<file path="src/hdl/jfa_pkg.sv">
package jfa_pkg;

   localparam int COORD_BITS   = 16;
   localparam int DIFF_BITS    = COORD_BITS + 1;
   localparam int SCALED_BITS  = 16;
   localparam int PROD_BITS    = 2 * SCALED_BITS;
   localparam int CROSS_BITS   = PROD_BITS + 1;
   localparam int MAG_BITS     = 32;
   localparam int SQ_BITS      = 64;
   localparam int SQRT_CELLS   = SQ_BITS / 2;
   localparam int NORM_CELLS   = 5;
   localparam int NORM_TOP     = 30;
   localparam int CORDIC_STEPS = 22;
   localparam int XY_BITS      = 36;
   localparam int ANG_BITS     = 24;
   localparam int FLEX_BITS    = 15;

   localparam logic signed [ANG_BITS-1:0] QUARTER_TURN = 24'sd2304000;
   localparam logic signed [ANG_BITS-1:0] HALF_TURN    = 24'sd4608000;
   localparam logic [FLEX_BITS-1:0]       FLEX_STRAIGHT = 15'd18000;
   localparam logic [7:0]                 CONF_RESET    = 8'd26;

   typedef struct packed {
      logic neg;
      logic measured;
      logic degenerate;
   } flags_type;

   typedef struct packed {
      logic                valid;
      logic [SQ_BITS-1:0]  n;
      logic [SQ_BITS-1:0]  r;
      logic [MAG_BITS-1:0] x;
      flags_type           flags;
   } sqrt_type;

   typedef struct packed {
      logic                valid;
      logic [MAG_BITS-1:0] ux;
      logic [MAG_BITS-1:0] uy;
      flags_type           flags;
   } norm_type;

   typedef struct packed {
      logic                       valid;
      logic signed [XY_BITS-1:0]  x;
      logic signed [XY_BITS-1:0]  y;
      logic signed [ANG_BITS-1:0] z;
      flags_type                  flags;
   } cordic_type;

   function automatic logic signed [ANG_BITS-1:0] atan_of(input logic [4:0] i);
      logic signed [ANG_BITS-1:0] a;
      case (i)
         5'd0:    a = 24'sd1152000;
         5'd1:    a = 24'sd680065;
         5'd2:    a = 24'sd359328;
         5'd3:    a = 24'sd182400;
         5'd4:    a = 24'sd91554;
         5'd5:    a = 24'sd45822;
         5'd6:    a = 24'sd22916;
         5'd7:    a = 24'sd11459;
         5'd8:    a = 24'sd5730;
         5'd9:    a = 24'sd2865;
         5'd10:   a = 24'sd1432;
         5'd11:   a = 24'sd716;
         5'd12:   a = 24'sd358;
         5'd13:   a = 24'sd179;
         5'd14:   a = 24'sd90;
         5'd15:   a = 24'sd45;
         5'd16:   a = 24'sd22;
         5'd17:   a = 24'sd11;
         5'd18:   a = 24'sd6;
         5'd19:   a = 24'sd3;
         5'd20:   a = 24'sd1;
         5'd21:   a = 24'sd1;
         default: a = '0;
      endcase
      return a;
   endfunction

endpackage

</file>
<file path="src/hdl/jfa_norm_cell.sv">
module jfa_norm_cell
   import jfa_pkg::*;
(
   input  logic     clock,
   input  logic     reset,
   input  logic     en,
   input  logic [4:0] shift,
   input  norm_type d_in,
   output norm_type d_out
);

   norm_type            q_ff, q_in;
   logic [MAG_BITS-1:0] mx, limit;

   always_comb begin
      mx    = (d_in.ux > d_in.uy) ? d_in.ux : d_in.uy;
      limit = {{(MAG_BITS-1){1'b0}}, 1'b1} << (5'(NORM_TOP) - shift);
      q_in  = d_in;
      if (mx < limit) begin
         q_in.ux = d_in.ux << shift;
         q_in.uy = d_in.uy << shift;
      end
   end

   always_ff @(posedge clock) begin
      if (reset) begin
         q_ff.valid <= 1'b0;
      end else if (en) begin
         q_ff <= q_in;
      end
   end

   assign d_out = q_ff;

endmodule

</file>
<file path="config.mk">
export PLATFORM = sky130hd
export DESIGN_NAME = jfa_norm_cell
export DESIGN_NICKNAME = d
export VERILOG_FILES = /design/src/hdl/jfa_pkg.sv /design/src/hdl/jfa_norm_cell.sv
export SDC_FILE = /design/constraint.sdc
export NUM_CORES = 1
export LEC_CHECK = 0
export BUFFER_PORTS_ARGS = -buffer_cell sky130_fd_sc_hd__buf_4
export CAP_MARGIN = 20
export CORE_MARGIN = 2
export CORE_UTILIZATION = 58
export DETAILED_ROUTE_END_ITERATION = 10
export MAX_ROUTING_LAYER = met4
export PLACE_DENSITY = 0.86
export SYNTH_ARGS = -nofsm -noshare
export SYNTH_HDL_FRONTEND = slang
export SYNTH_SLANG_ARGS = --single-unit
</file>
<file path="constraint.sdc">
create_clock -name clock -period 6.95 [get_ports clock]
set_clock_uncertainty 0.2 [all_clocks]
set_input_delay 0.3475 -clock clock [delete_from_list [all_inputs] [get_ports clock]]
set_output_delay 0.3475 -clock clock [all_outputs]
set_load 0.005 [all_outputs]
</file>
==> run summary <==
Predominant post-synthesis flop cell: edfxtp_1
Combinational family with the most area after synthesis: multiplexers
Post-route insts no fill: 1228
Average cell area after synthesis: 8.651 um2
Fin. max-slew vios: 0
YS warnings: 0
Synth Area in Compound Gates: 18.80%
Synth Area in Simple Gates: 18.14%
Post-CTS setup buffer count: 0
Rows: 43
Mapped cell area: 8193 um2
Drt initial violations: 1449
Total routed wirelength: 27950 um
Lkg Pwr: 0.004027 uW
Crit share post-route: 92.59%
Crit-path cells: buf_4 -> inv_1 -> ha_1 -> nand4_1 -> nor4_2 -> o21ai_1 -> o211ai_1 -> a21oi_1 -> a31oi_4 -> o21ai_0 -> ha_1 -> nand2_1 -> or3_1 -> or3_1 -> nor4_1 -> a211oi_2 -> o21ai_2 -> buf_4 -> or2_1 -> o21ai_0
Worst-Skew Late Latency: 0.34 ns
RePlAce Congestion: 1.009
Setup crit end: d_out[47]
Final ANT Viol Nets: 0
Final hold vios: 0
CTS tree: done
CP max stage cell: or3_1
Vias/cell: 6.812
Status: completed
Initial antenna violation count: 0
Max Root-Sink Buffers: 2
Critical path type: in -> reg
Startpoint Class: primary input
FF-to-FF path depth: 2
CP arrival: 6.26 ns
Synthesized instance count: 947
HPWL Detailed: 20760 um
H-tree depth: 3
Remaining global-route overflow: 0
Total CTS buffers: 9
CP delay by family, top: simple AND/OR/NAND/NOR gates
Max IR drop VDD: 0.1133 mV
Vias in the first global route: 7553
Post-synthesis mux area share: 22.30%
Via count: 8365
Fmax achieved: 0.1554 GHz
Area growth, synth to finish: 18.14%
DR pass1 iterations: 6
Post-Synth Adder-Cell Area: 9.927%
Worst-margin pin slew: 0.9956 ns
Share of cells above drive strength 1: 25.76%
Drt drc: 0
Seq cells post-synth: 68
DP Area: 9290 um2
Async set or reset register ratio after synthesis: 0%
Critical Path RT: 6.77 ns
Die X-Extent: 122.9 um
Max-cap viol count: 0
Total die area: 15090 um2
Mapped Nets: 1088
Reg2reg setup slack: 6.12 ns
Filler Cell Count: 1112
Distinct cells, synth: 57
Sink Count: 68
Hold crit path type: in -> reg
Element type at the critical path end: flop
IO Count: 144
Reg2reg end: d_out[67]
Setup TNS Final: 0 ns
Total GRT Usage: 38.39%
Max incr delay on CP: 0.70 ns
Initial Utilization: 59.25%
# setup viols final: 0
Xor-xnor portion of the synthesized cell area: 0.1069%
Placed Cells: 1207
Cell area after layout: 9679 um2
WL/cell: 22.76 um
Antenna diodes: 0
PortBufs: 143
Sequential area share after synthesis: 24.80%
First-pass GRT wire length: 42280 um
CP Buf/Inv Count: 3
Final core utilization: 70.00%
Resized Gates After CTS: 0
Total power: 1794 uW
Cell Pwr Density: 185.4 nW/um2
Clk root buf: clkbuf_16
Pin count of the biggest net entering global routing: 74
Unrepaired setup endpoints after global routing: no
Worst Path Max Fanout: 29
Fin crit period: 6.435 ns
R2R Path Start: d_out[67]
WP depth: 20
Worst-path clk slew: 0.06 ns
DIE HEIGHT: 122.9 um
Setup crit start: d_in[18]
Nets@finish: 1184
Core area: 13830 um2
Rel. slew slack: 33.63%
Post-synth EDFFs: 67
Max reg flops: 68
## layout make-up
cell class | count | area [um2] | area share [%]
sequential | 68 | 2032 | 20.99
inverter | 37 | 138.9 | 1.435
multi-input combinational | 765 | 5703 | 58.92
clock inverter | 6 | 112.6 | 1.163
tap | 180 | 225.2 | 2.327
timing repair buffer | 162 | 1239 | 12.80
clock buffer | 10 | 229.0 | 2.366
## worst min path at each step
stage	startpoint	endpoint	slack, ns	cells after the start
6_report	d_in[67]	d_out[67]	0.09	3
5_1_grt	d_in[67]	d_out[67]	0.09	3
4_1_cts	d_in[67]	d_out[67]	0.06	3
3_5_place_dp	d_out[67]	d_out[67]	0.32	2
3_3_place_gp	d_out[67]	d_out[67]	0.29	2
2_1_floorplan	reset	d_out[67]	0.22	1
## cell families (layout without fill, tap and decap cells)
group | count (synthesis) | count (layout)
buffers and inverters | 114 | 215
XOR/XNOR | 1 | 1
multiplexers | 115 | 115
adder cells (fa/ha/maj) | 65 | 65
AND/OR/NAND/NOR | 322 | 322
flip-flops | 68 | 68
AO/OA/AOI/OAI | 262 | 262
## what timing repair did
action | 4_1_cts | 5_1_grt
endpoints found under the hold margin | 4 | 0
endpoints found under the setup margin | 0 | 0
hold buffers | 4 | 0
## stage by stage
stage                     setup slack [ns]  hold slack, ns
after floorplan                      1.972          0.2199
after global placement              0.4377          0.2881
after detailed placement            0.3704          0.3150
after CTS                           0.7036         0.05990
after global routing                0.2057         0.09245
final                               0.5147         0.08512
## where the power goes
group          switching [uW]  internal [uW]  total [uW]
Combinational             420            324         744
Sequential               11.3            511         522
Clock                     177            351         528
## placed cells by master (no fill, tap or decap), types with 23 or more instances in the layout
cell and count:
buf_4 157, nand2_1 144, o21ai_0 105, edfxtp_1 67
ha_1 65, a21oi_1 63, nor2_1 61, nand3_1 46
mux4_2 42, inv_1 36, mux2i_1 34, mux2_4 27
nand4_1 23
## layer usage
metal	GRT usage [%]	share of wire, %
met3	6.924	12
met5	-	0
met4	14.37	3.3
met1	50.74	37
met2	58.98	47
## synthesized netlist by cell type, types with 2 or more instances
cell	n	area share, %
and4_1	2	0.21
nand2_1	144	6.6
o22ai_1	18	1.4
o211a_1	2	0.24
mux4_2	42	12
nor2b_1	17	1.3
o211ai_1	6	0.55
nand2b_1	2	0.15
nor3_1	6	0.37
nor2_1	61	2.8
buf_6	5	0.69
nor3b_1	2	0.18
edfxtp_1	67	25
mux2_4	27	4.9
buf_4	2	0.18
a211oi_1	18	1.6
o21a_1	4	0.37
nand4_1	23	1.8
a21oi_1	63	3.8
o21ai_1	3	0.18
a21o_1	8	0.73
o31ai_1	8	0.73
o21ai_0	105	6.4
and2_1	6	0.46
a211o_1	9	0.96
or2_2	3	0.23
mux2_2	12	1.6
or3_1	2	0.15
buf_1	12	0.55
mux2i_1	34	4.2
a31oi_1	8	0.61
ha_1	65	9.9
nand3_1	46	2.8
buf_2	10	0.61
inv_1	36	1.6
clkbuf_1	48	2.2
## tightest hold or removal path: stages
cell,delay (ns)
buf_4,0.08
mux2i_1,0.07
nor2_1,0.09
Note: power is estimated with default switching activity, not from simulation.
