===== src/hdl/jfa_pkg.sv =====
package jfa_pkg;

   localparam int COORD_BITS   = 16;
   localparam int DIFF_BITS    = COORD_BITS + 1;
   localparam int SCALED_BITS  = 16;
   localparam int PROD_BITS    = 2 * SCALED_BITS;
   localparam int CROSS_BITS   = PROD_BITS + 1;
   localparam int MAG_BITS     = 32;
   localparam int SQ_BITS      = 64;
   localparam int SQRT_CELLS   = SQ_BITS / 2;
   localparam int NORM_CELLS   = 5;
   localparam int NORM_TOP     = 30;
   localparam int CORDIC_STEPS = 22;
   localparam int XY_BITS      = 36;
   localparam int ANG_BITS     = 24;
   localparam int FLEX_BITS    = 15;

   localparam logic signed [ANG_BITS-1:0] QUARTER_TURN = 24'sd2304000;
   localparam logic signed [ANG_BITS-1:0] HALF_TURN    = 24'sd4608000;
   localparam logic [FLEX_BITS-1:0]       FLEX_STRAIGHT = 15'd18000;
   localparam logic [7:0]                 CONF_RESET    = 8'd26;

   typedef struct packed {
      logic neg;
      logic measured;
      logic degenerate;
   } flags_type;

   typedef struct packed {
      logic                valid;
      logic [SQ_BITS-1:0]  n;
      logic [SQ_BITS-1:0]  r;
      logic [MAG_BITS-1:0] x;
      flags_type           flags;
   } sqrt_type;

   typedef struct packed {
      logic                valid;
      logic [MAG_BITS-1:0] ux;
      logic [MAG_BITS-1:0] uy;
      flags_type           flags;
   } norm_type;

   typedef struct packed {
      logic                       valid;
      logic signed [XY_BITS-1:0]  x;
      logic signed [XY_BITS-1:0]  y;
      logic signed [ANG_BITS-1:0] z;
      flags_type                  flags;
   } cordic_type;

   function automatic logic signed [ANG_BITS-1:0] atan_of(input logic [4:0] i);
      logic signed [ANG_BITS-1:0] a;
      case (i)
         5'd0:    a = 24'sd1152000;
         5'd1:    a = 24'sd680065;
         5'd2:    a = 24'sd359328;
         5'd3:    a = 24'sd182400;
         5'd4:    a = 24'sd91554;
         5'd5:    a = 24'sd45822;
         5'd6:    a = 24'sd22916;
         5'd7:    a = 24'sd11459;
         5'd8:    a = 24'sd5730;
         5'd9:    a = 24'sd2865;
         5'd10:   a = 24'sd1432;
         5'd11:   a = 24'sd716;
         5'd12:   a = 24'sd358;
         5'd13:   a = 24'sd179;
         5'd14:   a = 24'sd90;
         5'd15:   a = 24'sd45;
         5'd16:   a = 24'sd22;
         5'd17:   a = 24'sd11;
         5'd18:   a = 24'sd6;
         5'd19:   a = 24'sd3;
         5'd20:   a = 24'sd1;
         5'd21:   a = 24'sd1;
         default: a = '0;
      endcase
      return a;
   endfunction

endpackage


===== src/hdl/jfa_cordic_cell.sv =====
module jfa_cordic_cell
   import jfa_pkg::*;
(
   input  logic       clock,
   input  logic       reset,
   input  logic       en,
   input  logic [4:0] step,
   input  cordic_type d_in,
   output cordic_type d_out
);

   cordic_type                q_ff, q_in;
   logic signed [XY_BITS-1:0] xs, ys;

   always_comb begin
      xs   = d_in.x >>> step;
      ys   = d_in.y >>> step;
      q_in = d_in;
      if (d_in.y > 0) begin
         q_in.x = d_in.x + ys;
         q_in.y = d_in.y - xs;
         q_in.z = d_in.z + atan_of(step);
      end else begin
         q_in.x = d_in.x - ys;
         q_in.y = d_in.y + xs;
         q_in.z = d_in.z - atan_of(step);
      end
   end

   always_ff @(posedge clock) begin
      if (reset) begin
         q_ff.valid <= 1'b0;
      end else if (en) begin
         q_ff <= q_in;
      end
   end

   assign d_out = q_ff;

endmodule


===== config.mk =====
export PLATFORM = sky130hd
export DESIGN_NAME = jfa_cordic_cell
export DESIGN_NICKNAME = d
export VERILOG_FILES = /design/src/hdl/jfa_pkg.sv /design/src/hdl/jfa_cordic_cell.sv
export SDC_FILE = /design/constraint.sdc
export NUM_CORES = 1
export LEC_CHECK = 0
export ABC_AREA = 1
export BUFFER_PORTS_ARGS = -buffer_cell sky130_fd_sc_hd__buf_4
export CORE_MARGIN = 2
export CORE_UTILIZATION = 39
export CTS_BUF_LIST = sky130_fd_sc_hd__clkbuf_16
export CTS_CLUSTER_SIZE = 16
export DETAILED_ROUTE_END_ITERATION = 8
export GPL_TIMING_DRIVEN = 0
export SLEW_MARGIN = 20
export SYNTH_ARGS = -nofsm -noshare
export SYNTH_HDL_FRONTEND = slang
export SYNTH_SLANG_ARGS = --single-unit

===== constraint.sdc =====
create_clock -name clock -period 7.33 [get_ports clock]
set_input_delay 1.0995 -clock clock [delete_from_list [all_inputs] [get_ports clock]]
set_output_delay 1.0995 -clock clock [all_outputs]
set_load 0.1 [all_outputs]

==> key figures <==
Timing
  – Slew Limit Fails: 0
  – Worst-Margin Slew: 1.258 ns
  – Worst slew margin: roughly 16%
  – RSZ-0062 raised after global routing: false
  – Hold Fails Final Rpt: 0
  – Clk_skew: 0 ns
  – Max Fclk: 0.1423 GHz
  – Final worst path period share: a little over nine tenths
  – Final Critical Period: 7.026 ns
  – Final setup viols: 0

Power and ir drop
  – Leak Pwr: slightly below 9 nW
  – Power per cell area: around 220 mW/mm2
  – Max VDD drop: 172.2 uV

Drt
  – Total Wirelength: ~74000 um
  – Drt via density: 5.651
  – DRC viols: 0
  – Post-DR wirelength/cell: about 23 um
  – Initial drt markers: 2135
  – DR vias: between 15000 and 20000
  – DR pass1 iterations: 6
  – Routed Antenna Nets: 0

Clock network
  – # hold bufs at CTS: 0
  – H-tree depth: 3
  – Worst skew pair latency: between 0.4 and 0.5 ns
  – Post-CTS Setup Inserts: 0
  – Clk slew on worst S/H paths: approximately 0.080 ns
  – Post-cts gate resize count: 0
  – # clock sinks: 100
  – CTS tree: yes
  – Clk buf depth: 2
  – Root buffer cell: clkbuf_16
  – CTS buffer count: 9

Final layout
  – N_diodes: 0
  – Nets@finish: between 2000 and 3000
  – Commonest non-fill, non-tap cells in the layout: 772 x nand2_1, 374 x nand3_1, 226 x inv_1, 208 x buf_4, 207 x nor2_1
  – Max reg flops: 100
  – Final Cell Area: approximately 0.018 mm2
  – Util after Layout: between 40% and 50%
  – Layout cells sized above 1: 14.04%
  – Area grow syn2layout: 16.90%
  – Most common cell after layout, fill and taps aside: nand2_1
  – Fill count: about 4100

Synthesis
  – Synth area leaders: edfxtp_1 20%, nand2_1 19%, nand3_1 12%
  – Top cell type's share of synthesized area: a little under 20%
  – Post-synth net total: 2670
  – Syn Inst Count: 2455
  – Register area share after synthesis: 19.67%
  – EDFF count, synth: a little under 100
  – Ys flop type: edfxtp_1
  – Post-Syn Area per Cell: between 6 and 7 um2
  – Synth area leader: edfxtp_1
  – Asr flop ratio synth: 0%
  – Warning count from the yosys run: 0
  – Yosys cell types: 59
  – Post-synthesis register bit count: 100
  – Mapped Area: roughly 0.015 mm2

Die
  – Ports: about 210
  – Starting Density: 39.47%
  – CORE AREA: 0.03856 mm2
  – Num rows: 72
  – Die Height: between 200 and 250 um
  – Full die area: around 0.041 mm2
  – DIE WIDTH: slightly above 200 um

Critical path
  – CP endpoint: d_out[56]
  – Reg2reg setup slack: between 6 and 7 ns
  – Crit start category: input pin
  – RR Endpoint: d_out[99]
  – R2r worst-path depth: 2
  – Crit-path cells: buf_4 > nor2_1 > nand3_1 > nor2_1 > nand3_1 > nand2_1 > inv_1 > buf_1 > clkbuf_1 > o21ai_0 > ha_1 > nand3_1 > nand3_1 > a21oi_1 > o21ai_0 > a21oi_1 > o21ai_0 > a21oi_1 > o21ai_0 > xor2_1
  – WP data required: ~7.5 ns
  – Critical Path Max Stage Delay: 1.00 ns
  – Worst path slowest cell: clkbuf_1
  – Critical Path End Type: register
  – CP startpoint: d_in[52]
  – Crit Path Class: input pin to register
  – Critical R2R Launch: d_out[99]
  – CP arrival: roughly 7 ns
  – CP max FO: 10

Global routing
  – Initial antenna violation count: 2
  – GRT Util Overall: a little over a third
  – Total gr overflow: 0
  – Pin count of the biggest net entering global routing: 29
  – Via count of the first global-routing pass: ~17000
  – First-pass GRT wire length: 108100 um

Placed design
  – Post-DP Area: approximately 0.017 mm2
  – PortBufs: roughly 200
  – Final RePlAce weighted congestion: approximately 1
  – DP HPWL: 61790 um

Run
  – Max_cap viols: 0

Status
  – Status: finished, final reports clean

Min path
  – Hold crit path type: register to register
how the worst min path moves through the flow:
stage	start	to	slack (ns)	cells after the start
final	d_out[99]	d_out[99]	0.48	2
after global routing	d_out[99]	d_out[99]	0.52	2
after CTS	d_out[99]	d_out[99]	0.48	2
after detailed placement	d_out[99]	d_out[99]	0.47	2
after global placement	d_out[99]	d_out[99]	0.44	2
after floorplan	d_out[99]	d_out[99]	0.89	2
through the flow:
| stage | TNS, ns | total power [mW] | setup WS [ns] | hold WS, ns | instances |
|---|---|---|---|---|---|
| CTS | 0 | 3.878 | 0.5471 | 0.4836 | 3197 |
| global placement | -50.99 | 3.303 | -0.5362 | 0.4437 | 3178 |
| global route | 0 | 4.115 | 0.1866 | 0.5157 | 3197 |
| finish | 0 | 3.901 | 0.3041 | 0.4793 | 3197 |
| floorplan | 0 | 2.659 | 1.461 | 0.8934 | 2455 |
| detailed placement | 0 | 3.315 | 0.1304 | 0.4704 | 3181 |
layer usage:
metal | part of all wire [%] | global-route usage (%) | routed length, um
met2 | 44 | 55.81 | 32220
met1 | 44 | 49.33 | 32540
met4 | 3.0 | 12.24 | 2237
met5 | 0 | 0 | 0
met3 | 9.1 | 7.175 | 6738
logic make-up (layout without fill, tap and decap cells):
group,after synthesis,after routing,synth area share (%)
simple gates,1460,1460,41.24
buf+inv,336,560,9.784
compound gates,300,300,11.53
xor+xnor,152,152,8.838
fa+ha+maj,107,107,8.945
flops,100,100,19.67
report_power, final:
group	switching, mW	internal (mW)
Sequential	0.0253	0.793
Combinational	1.85	0.679
Clock	0.256	0.298
Total	2.13	1.77
Yosys cell counts (all sizes together) (2+ instances only):
master	count
a21boi	10
a21o	7
a21oi	129
a221oi	3
a31oi	24
buf	67
clkbuf	17
clkinv	2
edfxtp	99
fa	3
ha	104
inv	250
nand2	793
nand3	383
nand3b	7
nand4	27
nor2	228
nor3	15
nor4	3
o2111ai	2
o211ai	5
o21a	4
o21ai	97
o221ai	6
o22ai	3
o31ai	3
or2	2
xnor2	43
xor2	108
worst max-delay path, delay by kind of cell:
kind                       cells  cell delay, ns
and+or+nand+nor                7            0.75
adders and majority gates      1            0.42
xor gates and xnor gates       1            0.11
buffers and inverters          4            2.51
AOI/OAI and AO/OA              7            2.26
cell type report:
| class | instances | area [um2] | share of cell area [%] |
|---|---|---|---|
| multi-input combinational | 2019 | 10740 | 60.39 |
| clock buffer | 9 | 225.2 | 1.266 |
| clock inverter | 7 | 92.59 | 0.5204 |
| tap | 518 | 648.1 | 3.643 |
| timing repair buffer | 208 | 1599 | 8.988 |
| sequential | 100 | 2993 | 16.82 |
| inverter | 252 | 950.9 | 5.345 |
| buffer | 84 | 538.0 | 3.024 |
(Power assumes the default switching activity.)
