$ cat config.mk
export PLATFORM = sky130hd
export DESIGN_NAME = jfa_sqrt_cell
export DESIGN_NICKNAME = d
export VERILOG_FILES = /design/src/hdl/jfa_pkg.sv /design/src/hdl/jfa_sqrt_cell.sv
export SDC_FILE = /design/constraint.sdc
export NUM_CORES = 1
export LEC_CHECK = 0
export BUFFER_PORTS_ARGS = -buffer_cell sky130_fd_sc_hd__buf_2
export CAP_MARGIN = 25
export CELL_PAD_IN_SITES_DETAIL_PLACEMENT = 0
export CELL_PAD_IN_SITES_GLOBAL_PLACEMENT = 1
export CORE_MARGIN = 1
export CORE_UTILIZATION = 45
export CTS_BUF_LIST = sky130_fd_sc_hd__clkbuf_4 sky130_fd_sc_hd__clkbuf_8
export DETAILED_ROUTE_END_ITERATION = 10
export GPL_TIMING_DRIVEN = 1
export HOLD_SLACK_MARGIN = 0.08
export PLACE_DENSITY_LB_ADDON = 0.1
export SETUP_SLACK_MARGIN = 0.3
export SKIP_LAST_GASP = 1
export SYNTH_ARGS = -nofsm -noshare
export SYNTH_HDL_FRONTEND = slang
export SYNTH_SLANG_ARGS = --single-unit
$ cat constraint.sdc
create_clock -name clock -period 19.45 [get_ports clock]
set_clock_uncertainty 0.1 [all_clocks]
set_input_delay 1.945 -clock clock [delete_from_list [all_inputs] [get_ports clock]]
set_output_delay 1.945 -clock clock [all_outputs]
set_load 0.05 [all_outputs]
$ cat src/hdl/jfa_pkg.sv
package jfa_pkg;

   localparam int COORD_BITS   = 16;
   localparam int DIFF_BITS    = COORD_BITS + 1;
   localparam int SCALED_BITS  = 16;
   localparam int PROD_BITS    = 2 * SCALED_BITS;
   localparam int CROSS_BITS   = PROD_BITS + 1;
   localparam int MAG_BITS     = 32;
   localparam int SQ_BITS      = 64;
   localparam int SQRT_CELLS   = SQ_BITS / 2;
   localparam int NORM_CELLS   = 5;
   localparam int NORM_TOP     = 30;
   localparam int CORDIC_STEPS = 22;
   localparam int XY_BITS      = 36;
   localparam int ANG_BITS     = 24;
   localparam int FLEX_BITS    = 15;

   localparam logic signed [ANG_BITS-1:0] QUARTER_TURN = 24'sd2304000;
   localparam logic signed [ANG_BITS-1:0] HALF_TURN    = 24'sd4608000;
   localparam logic [FLEX_BITS-1:0]       FLEX_STRAIGHT = 15'd18000;
   localparam logic [7:0]                 CONF_RESET    = 8'd26;

   typedef struct packed {
      logic neg;
      logic measured;
      logic degenerate;
   } flags_type;

   typedef struct packed {
      logic                valid;
      logic [SQ_BITS-1:0]  n;
      logic [SQ_BITS-1:0]  r;
      logic [MAG_BITS-1:0] x;
      flags_type           flags;
   } sqrt_type;

   typedef struct packed {
      logic                valid;
      logic [MAG_BITS-1:0] ux;
      logic [MAG_BITS-1:0] uy;
      flags_type           flags;
   } norm_type;

   typedef struct packed {
      logic                       valid;
      logic signed [XY_BITS-1:0]  x;
      logic signed [XY_BITS-1:0]  y;
      logic signed [ANG_BITS-1:0] z;
      flags_type                  flags;
   } cordic_type;

   function automatic logic signed [ANG_BITS-1:0] atan_of(input logic [4:0] i);
      logic signed [ANG_BITS-1:0] a;
      case (i)
         5'd0:    a = 24'sd1152000;
         5'd1:    a = 24'sd680065;
         5'd2:    a = 24'sd359328;
         5'd3:    a = 24'sd182400;
         5'd4:    a = 24'sd91554;
         5'd5:    a = 24'sd45822;
         5'd6:    a = 24'sd22916;
         5'd7:    a = 24'sd11459;
         5'd8:    a = 24'sd5730;
         5'd9:    a = 24'sd2865;
         5'd10:   a = 24'sd1432;
         5'd11:   a = 24'sd716;
         5'd12:   a = 24'sd358;
         5'd13:   a = 24'sd179;
         5'd14:   a = 24'sd90;
         5'd15:   a = 24'sd45;
         5'd16:   a = 24'sd22;
         5'd17:   a = 24'sd11;
         5'd18:   a = 24'sd6;
         5'd19:   a = 24'sd3;
         5'd20:   a = 24'sd1;
         5'd21:   a = 24'sd1;
         default: a = '0;
      endcase
      return a;
   endfunction

endpackage

$ cat src/hdl/jfa_sqrt_cell.sv
module jfa_sqrt_cell
   import jfa_pkg::*;
(
   input  logic     clock,
   input  logic     reset,
   input  logic     en,
   input  logic [4:0] step,
   input  sqrt_type d_in,
   output sqrt_type d_out
);

   sqrt_type           q_ff, q_in;
   logic [5:0]         sh;
   logic [SQ_BITS-1:0] bit_w, trial;

   always_comb begin
      sh    = 6'd62 - {step, 1'b0};
      bit_w = {{(SQ_BITS-1){1'b0}}, 1'b1} << sh;
      trial = d_in.r + bit_w;
      q_in  = d_in;
      if (d_in.n >= trial) begin
         q_in.n = d_in.n - trial;
         q_in.r = (d_in.r >> 1) + bit_w;
      end else begin
         q_in.r = d_in.r >> 1;
      end
   end

   always_ff @(posedge clock) begin
      if (reset) begin
         q_ff.valid <= 1'b0;
      end else if (en) begin
         q_ff <= q_in;
      end
   end

   assign d_out = q_ff;

endmodule

==> results.py <==
metrics = {
    "outcome": {
        "status": "completed",
    },
    "logic_synthesis": {
        "synthMuxAreaShare": 0.0524,
        "synth_cell_types": 90,
        "ys_warn_count": 0,
        "synth_area_leader_cell": "edfxtp_1",
        "synth_compound_area_frac": 0.232,
        "synth_area_sq_um": 15600,
        "synth.top_cell.area_share": 0.314,
        "synth-simple-area-share": 0.164,
        "synth_edf_count": 163,
        "avgSynthCellArea_sq_um": 8.99,
        "synth_ff_type": "edfxtp_1",
        "async_flop_share": 0,
        "synthAdderAreaFrac": 0.106,
        "synth-seq-area-share": 0.315,
        "synthTopCellsByArea": "edfxtp_1 (31%), ha_1 (10%), xor2_1 (5.8%)",
        "ys_ff_latch": 164,
        "synthCells": 1733,
        "synthXorXnorAreaFrac": 0.0984,
        "synth_top_family_by_area": "compound AO/OA/AOI/OAI gates",
        "synth_nets": 2032,
    },
    "setup_path": {
        "crit_family": "simple AND/OR/NAND/NOR gates",
        "crit_slowest_cell": "nor2_4",
        "crit_required_ns": 19.60,
        "cpPeakStageDelay_ns": 0.87,
        "path_buf_inv": 3,
        "path_max_fanout": 58,
        "critPathLaunch": "step[0]",
        "path_class": "in2reg",
        "arrival_ns": 9.44,
        "endpoint_kind": "register",
        "cp-start-kind": "input pin",
        "reg2reg_from": "d_out[163]",
    },
    "placement": {
        "finalWeightedCongestion": 0.976,
        "hpwl_mm": 41.2,
        "postPlaceCellArea_sq_um": 17600,
        "pre_cts_ws_ns": 9.77,
        "io_buffers": 335,
    },
    "layout": {
        "area_growth_pct": 15.7,
        "drive_gt1_frac": 0.205,
        "finalNetCount": 2324,
        "fin_area_sq_um": 18000,
        "nFillCells": 3273,
        "largest_reg_flops": 164,
    },
    "floorplan": {
        "fp.dieH_microns": 188,
        "io_pins": 336,
        "dieArea_sq_um": 35400,
        "start_util": 0.461,
        "row_count": 67,
        "die_w_microns": 188,
        "core-area_sq_um": 33800,
    },
    "detailed_routing": {
        "routed_wl_mm": 51.1,
        "dr.pass1.iters": 6,
        "wl_per_cell_microns": 20.6,
        "route.detailed.drc": 0,
        "vias": 14800,
        "routed_via_density": 5.95,
        "ant_nets": 0,
        "drt_iter0_drc": 1228,
    },
    "clock_tree": {
        "cts_resized": 0,
        "clock-root-buffer": "clkbuf_8",
        "htree_levels": 4,
        "cts_num_sinks": 164,
        "cts_buffers": 17,
        "cts_setup_buffers": 0,
        "postCtsHoldBufs": 0,
        "tritoncts": "built",
        "cts.path.max_buffers": 2,
        "path_clk_slew_ns": 0.08,
        "insertion_delay_ns": 0.50,
    },
    "sta": {
        "final-setup-viol-count": 0,
        "hold_violations": 0,
        "min_period_ns": 9.29,
        "tightest_slew_ns": 1.02,
        "rsz0062_at_grt": "no",
        "finalCritPeriodShare": 0.478,
        "fmax_ghz": 0.108,
        "slew_violations": 0,
        "setup_ws_ns": 10.16,
        "setup-tns-final_ns": 0,
        "whs_ns": 0.403,
        "max_slew_margin": 0.321,
    },
    "power": {
        "leakagePower_nw": 7.37,
        "powerDensity_nw_per_um2": 67.4,
        "ir_drop_uv": 46.5,
    },
    "min_path": {
        "holdCritStartpoint": "d_out[163]",
        "holdCritPathClass": "reg2reg",
    },
    "grt": {
        "grt_antenna_before_repair": 1,
        "grt_pass1_wl_mm": 77.7,
        "grt-ovfl-total": 0,
        "grt_pass1_vias": 13900,
        "grt.total_usage": 0.283,
        "grt_max_degree": 81,
    },
    "run": {
        "maxCapViolations": 0,
    },
}
==> logic make-up (layout without fill, tap and decap cells) <==
group	after synthesis	in the layout
multiplexers	73	73
flip-flops	164	164
AND/OR/NAND/NOR	523	523
buffers and inverters	113	417
XOR/XNOR	175	175
adder cells (fa/ha/maj)	132	132
other	0	1
AO/OA/AOI/OAI	553	553
==> where the power goes <==
group,internal [mW],leakage (nW),switching (mW)
clock network,0.154,0.227,0.143
logic,0.148,5.61,0.331
registers,0.431,1.53,0.00757
total,0.732,7.37,0.482
==> cell usage in the layout (no fill, tap or decap), drive strengths merged, types with 28 or more instances in the layout <==
cell | synthesis | layout
nand2 | 147 | 147
o21bai | 46 | 46
xor2 | 103 | 103
nor3 | 47 | 47
edfxtp | 163 | 163
a31oi | 56 | 56
o21ai | 141 | 141
inv | 45 | 49
nand4 | 34 | 34
nor2 | 122 | 122
nand3 | 40 | 40
xnor2 | 72 | 72
mux2 | 69 | 69
a21o | 53 | 53
a21oi | 123 | 123
and3 | 28 | 28
buf | 19 | 341
ha | 126 | 126
==> final timing paths <==
check                     to  slack (ns)  depth (start not counted)
setup reg to reg  d_out[163]       18.77                          2
hold / removal    d_out[163]        0.40                          2
setup / recovery  d_out[147]       10.16                         27
hold reg to reg   d_out[163]        0.40                          2
==> layer usage <==
| metal | up-vias | wire (microns) | GRT usage |
|---|---|---|---|
| met5 | - | 8 | 0 |
| met3 | 50 | 3660 | 0.0453 |
| met2 | 633 | 21400 | 0.415 |
| li1 | 7155 | - | - |
| met4 | 2 | 972 | 0.0847 |
| met1 | 6952 | 25100 | 0.421 |
==> worst reg2reg max path, cell delays in order (launching register included) <==
cell	delay, ns
dfxtp_1	0.31
mux2i_1	0.12
nor2_1	0.05
==> cell type report <==
type | instances | area (sq um) | area share
antenna | 1 | 2.50 | 0.000139
clock buffer | 17 | 234 | 0.0130
clock inverter | 14 | 224 | 0.0124
inverter | 45 | 169 | 0.00937
multi-input combinational | 1456 | 10200 | 0.566
sequential | 164 | 4910 | 0.273
tap | 448 | 561 | 0.0311
timing repair buffer | 341 | 1720 | 0.0955
==> synthesized netlist by cell type, drive strengths merged (46+ instances only) <==
master and n:
edfxtp 163, nand2 147, o21ai 141, ha 126, a21oi 123, nor2 122, xor2 103, xnor2 72
mux2 69, a31oi 56, a21o 53, clkbuf 49, nor3 47, o21bai 46
==> stage by stage <==
step / util / cells / total power, mW
after floorplan: - / 1733 / 0.794
after global placement: 0.520 / 2454 / 0.917
after detailed placement: 0.520 / 2454 / 0.918
after CTS: 0.533 / 2485 / 1.22
after global routing: 0.533 / 2485 / 1.27
final: 0.534 / 2486 / 1.21
Power figures use the tool's default switching activity.
